<file path="src/hdl/mbalu_pkg.sv">
`timescale 1ns / 1ps
// ----------------------------------------------------------------------------
// mbalu_pkg
// Shared types and constants of the multi-byte integer ALU.
// ----------------------------------------------------------------------------
package mbalu_pkg;

  localparam int unsigned DATA_W       = 64;
  localparam int unsigned HALF_W       = DATA_W / 2;
  localparam int unsigned BYTE_W       = 8;
  localparam int unsigned NUM_BYTES    = DATA_W / BYTE_W;
  localparam int unsigned ACT_W        = 4;
  localparam int unsigned SIZE_W       = 4;
  localparam int unsigned MAX_BYTES_DF = 8;

  typedef enum logic [ACT_W-1:0] {
    ACT_ADD = 4'd0,
    ACT_SUB = 4'd1,
    ACT_INC = 4'd2,
    ACT_DEC = 4'd3,
    ACT_EQ  = 4'd4,
    ACT_NE  = 4'd5,
    ACT_GT  = 4'd6,
    ACT_LT  = 4'd7,
    ACT_GE  = 4'd8,
    ACT_LE  = 4'd9
  } action_e;

  // advance enables of the two adder stages
  typedef struct packed {
    logic lo_en;
    logic hi_en;
  } add_en_t;

  // control carried alongside the operands
  typedef struct packed {
    action_e           act;
    logic              bad;
    logic [DATA_W-1:0] mask;
  } ctrl_t;

endpackage

</file>
<file path="src/hdl/mbalu_if.sv">
`timescale 1ns / 1ps
// ----------------------------------------------------------------------------
// mbalu_req_if / mbalu_rsp_if
// Valid/ready channels for ALU requests and results.
// ----------------------------------------------------------------------------
interface mbalu_req_if;
  import mbalu_pkg::*;

  logic                valid;
  logic                ready;
  logic [ACT_W-1:0]    action;
  logic [DATA_W-1:0]   first_operand;
  logic [DATA_W-1:0]   second_operand;
  logic [SIZE_W-1:0]   size_bytes;

  modport source (
    output valid, action, first_operand, second_operand, size_bytes,
    input  ready
  );
  modport sink (
    input  valid, action, first_operand, second_operand, size_bytes,
    output ready
  );
endinterface

interface mbalu_rsp_if;
  import mbalu_pkg::*;

  logic                valid;
  logic                ready;
  logic [DATA_W-1:0]   value;
  logic                compare_flag;
  logic                bad_action;

  modport source (
    output valid, value, compare_flag, bad_action,
    input  ready
  );
  modport sink (
    input  valid, value, compare_flag, bad_action,
    output ready
  );
endinterface

</file>
<file path="src/hdl/multibyte_integer_alu_top.sv">
`timescale 1ns / 1ps
// ----------------------------------------------------------------------------
// multibyte_integer_alu_top
// Add, subtract, increment, decrement and compare on unsigned little-endian
// operands of 1 to MAX_BYTES bytes.
// ----------------------------------------------------------------------------
// throughput: one transaction per cycle unless the result stalls; four
//   register stages (decode, low-half add, high-half add, result select)
//   each advance independently
// a stalled result holds its stage while earlier stages keep filling
// reset clears the stage valid bits only; the datapath is not reset
module multibyte_integer_alu_top
  import mbalu_pkg::*;
#(
  parameter int unsigned MAX_BYTES = MAX_BYTES_DF
) (
  input  logic        clk_i,
  input  logic        rst_ni,
  mbalu_req_if.sink   req_i,
  mbalu_rsp_if.source rsp_o
);

  localparam int unsigned NSTG = 4;

  logic [NSTG-1:0] vld_q;
  logic [NSTG:0]   free;
  add_en_t         add_en;

  // stage k may load when empty or when its content moves on
  assign free[NSTG] = rsp_o.ready;
  for (genvar k = 0; k < NSTG; k++) begin : g_free
    assign free[k] = !vld_q[k] || free[k+1];
  end

  assign req_i.ready = free[0];

  always_ff @(posedge clk_i or negedge rst_ni) begin
    if (!rst_ni) begin
      vld_q <= '0;
    end else begin
      if (free[0]) begin
        vld_q[0] <= req_i.valid;
      end
      for (int k = 1; k < NSTG; k++) begin
        if (free[k]) begin
          vld_q[k] <= vld_q[k-1];
        end
      end
    end
  end

  // ---------------- stage 1: decode, mask, operand select
  logic [SIZE_W-1:0] size_sat;
  logic [DATA_W-1:0] mask_d;
  logic [DATA_W-1:0] a_m, b_m;
  logic [DATA_W-1:0] x_d, y_d;
  logic              cin_d;
  ctrl_t             ctrl_d;

  assign size_sat = (req_i.size_bytes > SIZE_W'(MAX_BYTES)) ? SIZE_W'(MAX_BYTES)
                                                             : req_i.size_bytes;

  for (genvar b = 0; b < NUM_BYTES; b++) begin : g_mask
    assign mask_d[b*BYTE_W +: BYTE_W] = {BYTE_W{SIZE_W'(b) < size_sat}};
  end

  assign a_m = req_i.first_operand & mask_d;
  assign b_m = req_i.second_operand & mask_d;

  always_comb begin
    x_d        = b_m;
    y_d        = ~a_m;
    cin_d      = 1'b1;
    ctrl_d.act = action_e'(req_i.action);
    ctrl_d.bad = 1'b0;
    ctrl_d.mask = mask_d;
    case (req_i.action)
      ACT_ADD: begin
        y_d   = a_m;
        cin_d = 1'b0;
      end
      ACT_INC: begin
        x_d   = a_m;
        y_d   = DATA_W'(1);
        cin_d = 1'b0;
      end
      ACT_DEC: begin
        // a - 1 as a + ~1 + 1
        x_d   = a_m;
        y_d   = ~DATA_W'(1);
        cin_d = 1'b1;
      end
      ACT_SUB, ACT_EQ, ACT_NE, ACT_GT, ACT_LT, ACT_GE, ACT_LE: begin
        // second minus first; carry out means second >= first
        x_d   = b_m;
        y_d   = ~a_m;
        cin_d = 1'b1;
      end
      default: begin
        ctrl_d.bad = 1'b1;
      end
    endcase
  end

  logic [DATA_W-1:0] x_q, y_q;
  logic              cin_q;
  ctrl_t             ctrl1_q, ctrl2_q, ctrl3_q;

  always_ff @(posedge clk_i) begin
    if (free[0]) begin
      x_q     <= x_d;
      y_q     <= y_d;
      cin_q   <= cin_d;
      ctrl1_q <= ctrl_d;
    end
    if (free[1]) begin
      ctrl2_q <= ctrl1_q;
    end
    if (free[2]) begin
      ctrl3_q <= ctrl2_q;
    end
  end

  // ---------------- stages 2 and 3: split add
  logic [DATA_W-1:0] sum;
  logic              cout;

  assign add_en.lo_en = free[1];
  assign add_en.hi_en = free[2];

  mbalu_adder u_adder (
    .clk_i  (clk_i),
    .en_i   (add_en),
    .x_i    (x_q),
    .y_i    (y_q),
    .cin_i  (cin_q),
    .sum_o  (sum),
    .cout_o (cout)
  );

  // ---------------- stage 4: result select
  logic [DATA_W-1:0] value_d, value_q;
  logic              flag_d, flag_q;
  logic              bad_q;
  logic              zero;

  assign zero = (sum == '0);

  always_comb begin
    value_d = '0;
    flag_d  = 1'b0;
    if (!ctrl3_q.bad) begin
      case (ctrl3_q.act)
        ACT_ADD, ACT_SUB, ACT_INC, ACT_DEC: value_d = sum & ctrl3_q.mask;
        ACT_EQ:  flag_d = zero;
        ACT_NE:  flag_d = !zero;
        ACT_GT:  flag_d = cout && !zero;
        ACT_LT:  flag_d = !cout;
        ACT_GE:  flag_d = cout;
        ACT_LE:  flag_d = !cout || zero;
        default: flag_d = 1'b0;
      endcase
    end
  end

  always_ff @(posedge clk_i) begin
    if (free[3]) begin
      value_q <= value_d;
      flag_q  <= flag_d;
      bad_q   <= ctrl3_q.bad;
    end
  end

  assign rsp_o.valid        = vld_q[NSTG-1];
  assign rsp_o.value        = value_q;
  assign rsp_o.compare_flag = flag_q;
  assign rsp_o.bad_action   = bad_q;

endmodule

</file>
<file path="src/hdl/mbalu_adder.sv">
`timescale 1ns / 1ps
// ----------------------------------------------------------------------------
// mbalu_adder
// Two-stage 64-bit adder: low half in the first stage, high half with the
// carry in the second. Gives the sum and the carry out of the top bit.
// ----------------------------------------------------------------------------
module mbalu_adder
  import mbalu_pkg::*;
(
  input  logic              clk_i,
  input  add_en_t           en_i,
  input  logic [DATA_W-1:0] x_i,
  input  logic [DATA_W-1:0] y_i,
  input  logic              cin_i,
  output logic [DATA_W-1:0] sum_o,
  output logic              cout_o
);

  logic [HALF_W-1:0] lo_sum_d, lo_sum_q;
  logic              lo_c_d, lo_c_q;
  logic [HALF_W-1:0] x_hi_q, y_hi_q;
  logic [HALF_W-1:0] hi_sum_d;
  logic              hi_c_d;
  logic [DATA_W-1:0] sum_q;
  logic              cout_q;

  assign {lo_c_d, lo_sum_d} = {1'b0, x_i[HALF_W-1:0]} + {1'b0, y_i[HALF_W-1:0]}
                              + {{HALF_W{1'b0}}, cin_i};
  assign {hi_c_d, hi_sum_d} = {1'b0, x_hi_q} + {1'b0, y_hi_q}
                              + {{HALF_W{1'b0}}, lo_c_q};

  always_ff @(posedge clk_i) begin
    if (en_i.lo_en) begin
      lo_sum_q <= lo_sum_d;
      lo_c_q   <= lo_c_d;
      x_hi_q   <= x_i[DATA_W-1:HALF_W];
      y_hi_q   <= y_i[DATA_W-1:HALF_W];
    end
    if (en_i.hi_en) begin
      sum_q  <= {hi_sum_d, lo_sum_q};
      cout_q <= hi_c_d;
    end
  end

  assign sum_o  = sum_q;
  assign cout_o = cout_q;

endmodule
</file>
<file path="src/flat_wrapper.sv">
// flat-port wrapper written by rule: the top's interface ports become plain ports
module multibyte_integer_alu_top_flat import mbalu_pkg::*;
#(
  parameter int unsigned MAX_BYTES = MAX_BYTES_DF
)
  (clk_i, rst_ni, req_i_valid, req_i_action, req_i_first_operand, req_i_second_operand, req_i_size_bytes, req_i_ready, rsp_o_valid, rsp_o_value, rsp_o_compare_flag, rsp_o_bad_action, rsp_o_ready);
  mbalu_req_if req_i_i ();
  mbalu_rsp_if rsp_o_i ();
  input  logic clk_i;
  input  logic rst_ni;
  input wire logic [$bits(req_i_i.valid)-1:0] req_i_valid;
  input wire logic [$bits(req_i_i.action)-1:0] req_i_action;
  input wire logic [$bits(req_i_i.first_operand)-1:0] req_i_first_operand;
  input wire logic [$bits(req_i_i.second_operand)-1:0] req_i_second_operand;
  input wire logic [$bits(req_i_i.size_bytes)-1:0] req_i_size_bytes;
  output wire logic [$bits(req_i_i.ready)-1:0] req_i_ready;
  output wire logic [$bits(rsp_o_i.valid)-1:0] rsp_o_valid;
  output wire logic [$bits(rsp_o_i.value)-1:0] rsp_o_value;
  output wire logic [$bits(rsp_o_i.compare_flag)-1:0] rsp_o_compare_flag;
  output wire logic [$bits(rsp_o_i.bad_action)-1:0] rsp_o_bad_action;
  input wire logic [$bits(rsp_o_i.ready)-1:0] rsp_o_ready;
  assign req_i_i.valid = req_i_valid;
  assign req_i_i.action = req_i_action;
  assign req_i_i.first_operand = req_i_first_operand;
  assign req_i_i.second_operand = req_i_second_operand;
  assign req_i_i.size_bytes = req_i_size_bytes;
  assign req_i_ready = req_i_i.ready;
  assign rsp_o_valid = rsp_o_i.valid;
  assign rsp_o_value = rsp_o_i.value;
  assign rsp_o_compare_flag = rsp_o_i.compare_flag;
  assign rsp_o_bad_action = rsp_o_i.bad_action;
  assign rsp_o_i.ready = rsp_o_ready;
  multibyte_integer_alu_top #(.MAX_BYTES(MAX_BYTES)) u_core (.clk_i(clk_i), .rst_ni(rst_ni), .req_i(req_i_i), .rsp_o(rsp_o_i));
endmodule
</file>
<file path="config.mk">
export PLATFORM = sky130hd
export DESIGN_NAME = multibyte_integer_alu_top_flat
export DESIGN_NICKNAME = d
export VERILOG_FILES = /design/src/hdl/mbalu_pkg.sv /design/src/hdl/mbalu_if.sv /design/src/hdl/multibyte_integer_alu_top.sv /design/src/hdl/mbalu_adder.sv /design/src/flat_wrapper.sv
export SDC_FILE = /design/constraint.sdc
export NUM_CORES = 1
export LEC_CHECK = 0
export BUFFER_PORTS_ARGS = -buffer_cell sky130_fd_sc_hd__buf_2
export CAP_MARGIN = 25
export CORE_MARGIN = 2
export CORE_UTILIZATION = 25
export CTS_CLUSTER_SIZE = 24
export DETAILED_ROUTE_END_ITERATION = 8
export GPL_ROUTABILITY_DRIVEN = 0
export PLACE_DENSITY = 0.38
export REMOVE_ABC_BUFFERS = 1
export SLEW_MARGIN = 20
export SYNTH_ARGS = -nofsm -noshare
export SYNTH_HDL_FRONTEND = slang
export SYNTH_SLANG_ARGS = --single-unit
</file>
<file path="constraint.sdc">
create_clock -name clk_i -period 20.4 [get_ports clk_i]
set_clock_uncertainty 0.2 [all_clocks]
set_input_delay 2.04 -clock clk_i [delete_from_list [all_inputs] [get_ports clk_i]]
set_output_delay 2.04 -clock clk_i [all_outputs]
set_load 0.02 [all_outputs]
</file>
==> results of run 1 <==
## Yosys cell counts, drive strengths merged, types with 3 or more instances
| library cell | n | area, sq um |
|---|---|---|
| a2111oi | 3 | 51.3 |
| a211oi | 9 | 72.6 |
| a21boi | 10 | 78.8 |
| a21o | 22 | 168 |
| a21oi | 155 | 787 |
| a31oi | 40 | 265 |
| and2 | 5 | 33.8 |
| and3 | 68 | 425 |
| buf | 13 | 83.8 |
| clkbuf | 42 | 158 |
| dfrtp | 4 | 100 |
| edfxtp | 396 | 11900 |
| fa | 4 | 80.1 |
| ha | 62 | 776 |
| inv | 28 | 105 |
| mux2i | 3 | 30.0 |
| nand2 | 242 | 918 |
| nand2b | 8 | 50.1 |
| nand3 | 27 | 135 |
| nand4 | 16 | 100 |
| nor2 | 39 | 164 |
| nor2b | 4 | 25.0 |
| nor3 | 11 | 55.1 |
| nor3b | 3 | 27.5 |
| nor4 | 21 | 138 |
| o21a | 7 | 52.6 |
| o21ai | 30 | 173 |
| o21bai | 7 | 52.6 |
| o221ai | 3 | 26.3 |
| o31a | 5 | 43.8 |
| o31ai | 6 | 45.0 |
| or2 | 3 | 18.8 |
| or3 | 7 | 55.1 |
| xnor2 | 63 | 552 |
| xor2 | 24 | 210 |
## logic make-up (layout without fill, tap and decap cells)
| logic type | Yosys count | after routing | share of synthesized area |
|---|---|---|---|
| flops | 400 | 400 | 0.660 |
| buf+inv | 83 | 334 | 0.0191 |
| xor+xnor | 87 | 87 | 0.0420 |
| fa+ha+maj | 66 | 66 | 0.0471 |
| simple gates | 458 | 458 | 0.120 |
| other cells | 0 | 2 | 0 |
| mux | 3 | 3 | 0.00165 |
| compound gates | 316 | 316 | 0.110 |
## stage by stage
| step | util | hold slack, ns |
|---|---|---|
| floorplan | - | 0.200 |
| global placement | 0.283 | 0.202 |
| detailed placement | 0.283 | 0.205 |
| CTS | 0.304 | 0.194 |
| global route | 0.304 | 0.201 |
| finish | 0.304 | 0.198 |
## final timing paths
check	start	to	slack, ns	cells past startpoint
setup / recovery	rsp_o_ready	req_i_ready	14.89	5
hold / removal	u_core.u_adder.lo_sum_q[31]	u_core.u_adder.sum_o[31]	0.20	0
setup reg to reg	u_core.x_q[0]	u_core.u_adder.lo_sum_q[28]	16.63	9
hold reg to reg	u_core.u_adder.lo_sum_q[31]	u_core.u_adder.sum_o[31]	0.20	0
max in group asynchronous	rst_ni	u_core.vld_q[2]	18.82	1
min in group asynchronous	rst_ni	u_core.vld_q[3]	1.06	1
## layout make-up
cell class / instances / share of cell area
Clock buffer: 56 / 0.0554
Tap cell: 950 / 0.0545
Multi-Input combinational cell: 930 / 0.268
Clock inverter: 26 / 0.0135
Inverter: 28 / 0.00481
Sequential cell: 400 / 0.549
Timing Repair Buffer: 224 / 0.0540
Antenna cell: 2 / 0.000229
## registers in the layout (all words and copies together), names as in the netlist
register	flops
u_core.cin_q	1
u_core.ctrl1_q	13
u_core.ctrl2_q	13
u_core.ctrl3_q	13
u_core.rsp_o.bad_action	1
u_core.rsp_o.compare_flag	1
u_core.rsp_o.value	64
u_core.u_adder.cout_o	1
u_core.u_adder.lo_c_q	1
u_core.u_adder.lo_sum_q	32
u_core.u_adder.sum_o	64
u_core.u_adder.x_hi_q	32
u_core.u_adder.y_hi_q	32
u_core.vld_q	4
u_core.x_q	64
u_core.y_q	64
## power groups by stage
stage / clock [mW] / sequential [mW] / combinational, mW
2_1_floorplan: 0 / 1.21 / 0.326
3_3_place_gp: 0 / 1.23 / 0.494
3_5_place_dp: 0 / 1.23 / 0.498
4_1_cts: 0.858 / 1.21 / 0.501
5_1_grt: 0.890 / 1.23 / 0.550
6_report: 0.825 / 1.21 / 0.494
## critical path: stages
cell	delay, ns
buf_2	0.09
nor2b_1	0.48
nand4_1	0.17
buf_4	0.27
buf_2	0.21
## cells in the final DEF (no fill, tap or decap), drive strengths merged, types with 3 or more instances in the layout
cell type  instances
a21oi            155
nor3b              3
inv               28
bufinv             6
and2               5
nand3             27
nor4              21
nand2            242
nand2b             8
fa                 4
nor2b              4
or3                7
a21o              22
ha                62
xor2              24
nor3              11
a2111oi            3
nor2              39
buf              224
nand4             16
xnor2             63
a211oi             9
edfxtp           396
o21a               7
a21boi            10
or2                3
o21bai             7
clkinv            19
clkbuf            56
mux2i              3
a31oi             40
o31a               5
o21ai             30
o221ai             3
dfrtp              4
and3              68
o31ai              6
## layer usage
| layer | share of wire | global-route usage | vias up |
|---|---|---|---|
| met3 | 0.044 | 0.0253 | 79 |
| li1 | - | - | 5739 |
| met1 | 0.45 | 0.174 | 5557 |
| met4 | 0.026 | 0.0401 | 8 |
| met2 | 0.48 | 0.216 | 215 |
| met5 | 0.00086 | 0 | - |
==> results.sh, run 1 <==
export IMPL_status="completed"
export IMPL_syn_to_final_growth_pct=20.2
export IMPL_pwr_share_clk=0.326
export IMPL_cts_buffer_depth=3
export IMPL_synth_main_ff_cell="edfxtp_1"
export IMPL_place_ws_ns=14.89
export IMPL_cts_post_setup_buffers_inserted=0
export IMPL_die_area_sq_um=74800
export IMPL_synth_distinct_cells=77
export IMPL_yosysSeqAreaShare=0.660
export IMPL_worst_endpoint_required_ns=18.16
export IMPL_setup_tns_ns=0
export IMPL_ir_drop_uv=45.7
export IMPL_cts_clk_slew_worst_paths_ns=0.06
export IMPL_post_cts_resized=0
export IMPL_yosysWarningCount=0
export IMPL_drtIter0Drc=746
export IMPL_dp_hpwl_mm=36.3
export IMPL_max_slew_margin_rel=0.381
export IMPL_htreeDepth=2
export IMPL_design_core_area_sq_um=71700
export IMPL_max_freq_mhz=181
export IMPL_worst_slew_pin_slew_ns=0.928
export IMPL_die_width_microns=274
export IMPL_hold_path_class="reg2reg"
export IMPL_slew_violations=0
export IMPL_rsz0062_at_grt="false"
export IMPL_grt_max_degree=68
export IMPL_crit_arrival_ns=3.27
export IMPL_final_cells=2616
export IMPL_synth_async_reset_ratio=0.0100
export IMPL_antenna_found_initial=7
export IMPL_placedInstanceArea_sq_um=20300
export IMPL_synth_edf_count=396
export IMPL_dr_pass1_iters=5
export IMPL_comb_power_share=0.195
export IMPL_final_layout_size_suffix_gt1_frac=0.197
export IMPL_multi_input_area_sq_um=5860
export IMPL_synth_area_sq_um=18200
export IMPL_finalCritPeriodShare=0.270
export IMPL_grt_pass1_wl_mm=73.7
export IMPL_clkSinkCount=400
export IMPL_critPathLaunchType="input port"
export IMPL_min_period_ns=5.51
export IMPL_totalWireLength_mm=49.8
export IMPL_drc=0
export IMPL_num_vias=11598
export IMPL_internal_power_mw=1.81
export IMPL_place_inst=2532
export IMPL_portBuffers=207
export IMPL_worst_setup_path_end_kind="primary output"
export IMPL_fill_cells=7277
export IMPL_grt_use_total=0.131
export IMPL_io_pins=208
export IMPL_clockRootBuffer="clkbuf_16"
export IMPL_synth_cells=1413
export IMPL_grt_overflow=0
export IMPL_rows=98
export IMPL_hold_buffers=0
export IMPL_finalHoldViolCount=0
export IMPL_finalPower_mw=2.53
export IMPL_setup_ws_ns=14.89
export IMPL_ys_ff_latch=400
export IMPL_fin_nets=1836
export IMPL_power_density_nw_per_um2=116
export IMPL_cts_tree="yes"
export IMPL_wl_per_cell_microns=19.0
export IMPL_via_per_inst=4.43
export IMPL_p_switching_mw=0.715
export IMPL_seqCellArea_sq_um=12000
export IMPL_sw_frac_of_total=0.283
export IMPL_die_h_microns=274
export IMPL_grt_pass1_vias=11751
export IMPL_cts_made_buffers=46
export IMPL_path_max_fanout=19
export IMPL_design_area_sq_um=21800
export IMPL_clk_latency_ns=0.58
export IMPL_worstSetupPathType="in2out"
export IMPL_drv_cap=0
export IMPL_setup_viol=0
export IMPL_pwr_share_seq=0.478
export IMPL_ant_nets=0
export IMPL_leakage_nw=8.60
export IMPL_start_util=0.253
export IMPL_postSynthAreaPerCell_sq_um=12.9
No activity file was read; power rests on OpenSTA's default activity.
==> inputs of run 2 (changes only) <==
PLACE_DENSITY = 0.39   (was 0.38)
clock period = 4.94 ns   (was 20.4 ns; I/O delays follow)
==> run 2 against run 1 <==
Net effect:
- total power grew to 4.1 times the previous value
- critical path type is now reg2reg
- wire length increased by 2.8%
- largest cell class unchanged
- first-iteration DRC count is 10% higher
- register-to-register slack lost 15 ns
- final cell count rose by 0.38%
- largest power group unchanged
==> results.sh, run 2 (same netlist as run 1, synthesis figures left out) <==
export IMPL_leakage_nw=8.64
export IMPL_max_slew_margin_rel=0.358
export IMPL_status="completed"
export IMPL_worst_slew_pin_slew_ns=0.963
export IMPL_setup_ws_ns=1.66
export IMPL_crit_arrival_ns=3.46
export IMPL_dp_hpwl_mm=37.3
export IMPL_setup_tns_ns=0
export IMPL_syn_to_final_growth_pct=20.6
export IMPL_rsz0062_at_grt="false"
export IMPL_drv_cap=0
export IMPL_cts_clk_slew_worst_paths_ns=0.06
export IMPL_final_layout_size_suffix_gt1_frac=0.197
export IMPL_num_vias=11755
export IMPL_grt_overflow=0
export IMPL_design_area_sq_um=21900
export IMPL_path_max_fanout=4
export IMPL_place_ws_ns=1.65
export IMPL_worstReg2RegStart="u_core.x_q[0]"
export IMPL_cts_buffer_depth=3
export IMPL_startpoint="u_core.x_q[0]"
export IMPL_via_per_inst=4.48
export IMPL_power_density_nw_per_um2=477
export IMPL_layout_common_cells="396 x edfxtp_1, 238 x nand2_1, 208 x buf_2"
export IMPL_finalHoldViolCount=0
export IMPL_drc=0
export IMPL_worst_endpoint_required_ns=5.12
export IMPL_totalWireLength_mm=51.1
export IMPL_cts_made_buffers=46
export IMPL_grt_pass1_vias=12137
export IMPL_max_freq_mhz=305
export IMPL_antenna_found_initial=6
export IMPL_htreeDepth=2
export IMPL_min_period_ns=3.28
export IMPL_dr_pass1_iters=5
export IMPL_fin_nets=1844
export IMPL_design_core_area_sq_um=71700
export IMPL_grt_max_degree=144
export IMPL_clkSinkCount=400
export IMPL_slew_violations=0
export IMPL_die_h_microns=274
export IMPL_worst_setup_path_end_kind="flip-flop"
export IMPL_hold_path_class="in2async"
export IMPL_start_util=0.253
export IMPL_clockRootBuffer="clkbuf_16"
export IMPL_wl_per_cell_microns=19.5
export IMPL_grt_use_total=0.135
export IMPL_placedInstanceArea_sq_um=20400
export IMPL_drtIter0Drc=822
export IMPL_rows=98
export IMPL_portBuffers=207
export IMPL_ant_nets=0
export IMPL_die_area_sq_um=74800
export IMPL_final_common_cell="edfxtp_1"
export IMPL_critPathLaunchType="flip-flop"
export IMPL_setup_viol=0
export IMPL_cts_tree="yes"
export IMPL_cts_post_setup_buffers_inserted=0
export IMPL_io_pins=208
export IMPL_worstSetupPathType="reg2reg"
export IMPL_grt_pass1_wl_mm=75.6
export IMPL_final_cells=2626
export IMPL_die_width_microns=274
export IMPL_clk_latency_ns=0.58
export IMPL_finalCritPeriodShare=0.664
export IMPL_place_inst=2535
export IMPL_ir_drop_uv=207
-- run 2: final timing paths --
path	endpoint	slack, ns	cells after the start
min in group clk_i	u_core.y_q[6]	0.06	3
worst min register to register	u_core.u_adder.sum_o[10]	0.21	0
max in group asynchronous	u_core.vld_q[0]	4.37	2
worst max register to register	u_core.u_adder.lo_sum_q[26]	1.66	9
worst max-delay path	u_core.u_adder.lo_sum_q[26]	1.66	9
worst min-delay path	u_core.vld_q[3]	0.05	2
-- run 2: where the power goes --
group	internal, mW	switching (mW)	total [mW]
clock network	2.03	1.38	3.41
logic	0.771	1.27	2.04
registers	4.67	0.324	5.00
total	7.48	2.98	10.5
-- run 2: through the flow --
stage	hold WS, ns	power, mW	util
floorplan	-0.00159	6.36	-
global placement	0.104	7.13	0.283
detailed placement	0.106	7.14	0.284
CTS	0.0132	10.6	0.305
global route	0.0387	11.0	0.305
finish	0.0498	10.5	0.305
-- run 2: routing by layer --
| metal | part of all wire | track usage |
|---|---|---|
| met5 | 0.00078 | 0 |
| met4 | 0.025 | 0.0413 |
| met3 | 0.051 | 0.0255 |
| met2 | 0.48 | 0.225 |
| met1 | 0.45 | 0.176 |
-- run 2: final cells by class --
| type | instances | area [sq um] |
|---|---|---|
| antenna | 2 | 5.00 |
| clock buffer | 57 | 1190 |
| clock inverter | 27 | 300 |
| fill | 7317 | 49800 |
| inverter | 28 | 105 |
| multi-input combinational | 930 | 5850 |
| sequential | 400 | 12000 |
| tap | 950 | 1190 |
| timing repair buffer | 232 | 1270 |
-- run 2: repair_timing --
item / CTS / global route
hold endpoints to repair: 8 / 0
gates resized for setup: 0 / 0
hold buffers: 5 / 0
-- run 2: critical path, stage by stage, from the launching register on --
cell and delay (ns):
edfxtp_1 0.40, fa_1 0.48, fa_1 0.43, a21o_1 0.22
nand4_1 0.18, a211oi_2 0.11, nor3b_2 0.50, o21ai_4 0.11
mux2i_1 0.15, a2111oi_2 0.31
==> inputs of run 3 (changes only) <==
PLACE_DENSITY = 0.38   (was 0.39)
clock period = 3.2 ns   (was 4.94 ns; I/O delays follow)
==> run 3 against run 2 <==
Net effect:
- the flow now finishes with violations (negative hold slack)
- cell area rose by 7.8%
- fmax up 7.7%
- core utilization increased by 2.4 points
- clock power up 54%
- final cell count up 6.6%
- flip-flop and latch count is the same
- register-to-register slack lost 1.5 ns
- sequential power rose by 56%
- worst hold slack got worse by 0.054 ns
- wire length up 3.0%
- critical path depth is the same
- highest routed layer unchanged
==> results.sh, run 3 (same netlist as run 1, synthesis figures left out) <==
export IMPL_worst_setup_path_end_kind="flip-flop"
export IMPL_drtIter0Drc=719
export IMPL_die_width_microns=274
export IMPL_cts_made_buffers=46
export IMPL_antenna_found_initial=3
export IMPL_fill_cells=7192
export IMPL_max_slew_margin_rel=0.387
export IMPL_rows=98
export IMPL_startpoint="u_core.u_adder.lo_c_q"
export IMPL_ir_drop_uv=350
export IMPL_leakage_nw=9.42
export IMPL_grt_use_total=0.138
export IMPL_die_h_microns=274
export IMPL_finalHoldViolCount=1
export IMPL_final_layout_size_suffix_gt1_frac=0.194
export IMPL_cts_tree="yes"
export IMPL_crit_arrival_ns=3.24
export IMPL_path_max_fanout=4
export IMPL_placedInstanceArea_sq_um=20500
export IMPL_worstSetupPathType="reg2reg"
export IMPL_hold_ws_ns=-0.00428
export IMPL_clk_latency_ns=0.58
export IMPL_portBuffers=207
export IMPL_max_freq_mhz=328
export IMPL_dr_pass1_iters=5
export IMPL_grt_overflow=0
export IMPL_setup_viol=0
export IMPL_drc=0
export IMPL_violations="negative hold slack"
export IMPL_clkSinkCount=400
export IMPL_worst_slew_pin_slew_ns=0.919
export IMPL_power_density_nw_per_um2=695
export IMPL_design_area_sq_um=23600
export IMPL_htreeDepth=2
export IMPL_setup_tns_ns=0
export IMPL_endpoint="u_core.u_adder.sum_o[62]"
export IMPL_wl_per_cell_microns=18.8
export IMPL_clockRootBuffer="clkbuf_16"
export IMPL_rsz0062_at_grt="false"
export IMPL_fin_nets=2019
export IMPL_start_util=0.253
export IMPL_critPathLaunchType="flip-flop"
export IMPL_rr_worst_depth=9
export IMPL_totalWireLength_mm=52.7
export IMPL_via_per_inst=4.48
export IMPL_syn_to_final_growth_pct=30.0
export IMPL_die_area_sq_um=74800
export IMPL_io_pins=208
export IMPL_finalCritPeriodShare=0.951
export IMPL_worst_endpoint_required_ns=3.39
export IMPL_rr_endpoint="u_core.u_adder.sum_o[62]"
export IMPL_grt_max_degree=145
export IMPL_cts_buffer_depth=3
export IMPL_cts_clk_slew_worst_paths_ns=0.06
export IMPL_final_util=0.329
export IMPL_ant_nets=0
export IMPL_num_vias=12538
export IMPL_grt_pass1_wl_mm=77.6
export IMPL_design_core_area_sq_um=71700
export IMPL_slew_violations=0
export IMPL_layout_common_cells="396 x edfxtp_1, 238 x nand2_1, 207 x buf_2"
export IMPL_r2r_slack_ns=0.16
export IMPL_min_period_ns=3.04
export IMPL_grt_pass1_vias=12535
export IMPL_worstReg2RegStart="u_core.u_adder.lo_c_q"
export IMPL_status="finished with violations"
export IMPL_dp_hpwl_mm=37.7
export IMPL_drv_cap=0
export IMPL_hold_path_class="in2reg"
export IMPL_final_common_cell="edfxtp_1"
-- run 3: cell count changes in the layout (fill, tap and decap cells not counted), moves of 5 or more --
cell | before | now
clkinv_2 | 3 | 8
clkbuf_1 | 11 | 4
dlygate4sd3_1 | 5 | 157
buf_4 | 17 | 39
-- run 3: routing by layer --
layer  wire (microns)  global-route usage  part of all wire  vias to the layer above
li1                 -                   -                 -                     6106
met1            23600               0.182              0.45                     6053
met2            25300               0.233              0.48                      288
met3             2310              0.0221             0.044                       85
met4             1400              0.0433             0.027                        6
met5               41                   0           0.00078                        -
-- run 3: timing repair --
action	CTS	global route
setup buffers	0	1
hold endpoints to repair	137	0
hold buffers	157	0
resized for setup	0	1
setup endpoints to repair	0	2
-- run 3: cell type report --
| class | instances | area (sq um) | area share |
|---|---|---|---|
| clock buffers | 51 | 1190 | 0.0505 |
| multi-input cells | 930 | 5860 | 0.248 |
| inverters | 28 | 105 | 0.00445 |
| flip-flops and latches | 400 | 12000 | 0.508 |
| diodes | 1 | 2.50 | 0.000106 |
| well taps | 950 | 1190 | 0.0504 |
| clock inverters | 33 | 292 | 0.0123 |
| repair buffers | 407 | 2980 | 0.126 |
-- run 3: worst min-delay path by stage --
stage                                 start               to  slack (ns)  cells past startpoint
floorplan                            rst_ni  u_core.vld_q[0]       -0.18                      0
global placement                     rst_ni  u_core.vld_q[0]       -0.07                      1
detailed placement                   rst_ni  u_core.vld_q[3]       -0.07                      1
CTS                 req_i_first_operand[32]   u_core.y_q[32]       0.003                      3
global route        req_i_first_operand[32]   u_core.y_q[32]       0.006                      3
finish              req_i_first_operand[32]   u_core.y_q[32]      -0.004                      3
-- run 3: worst max-delay path, stage by stage, from the launching register on --
cell	delay, ns
edfxtp_1	0.40
fa_1	0.47
fa_1	0.42
a21oi_1	0.20
o211a_1	0.16
or3_4	0.16
a31oi_1	0.11
nor3_1	0.37
nor3_1	0.09
a311oi_1	0.29
-- run 3: where the power goes --
group | switching (mW) | total, mW | internal (mW) | leakage [nW]
Combinational | 2.00 | 3.38 | 1.38 | 4.58
Clock | 2.17 | 5.24 | 3.07 | 0.721
Sequential | 0.571 | 7.79 | 7.22 | 4.12
Total | 4.74 | 16.4 | 11.7 | 9.42
-- run 3: through the flow --
stage          setup slack [ns]  hold slack [ns]  total power, mW  std cells
2_1_floorplan             -3.72           -0.176             9.82       1358
3_3_place_gp              0.129          -0.0720             11.1       2557
3_5_place_dp             0.0963          -0.0687             11.2       2557
4_1_cts                  0.0796          0.00277             16.7       2798
5_1_grt                 0.00294          0.00610             17.3       2799
6_report                  0.155         -0.00428             16.4       2800
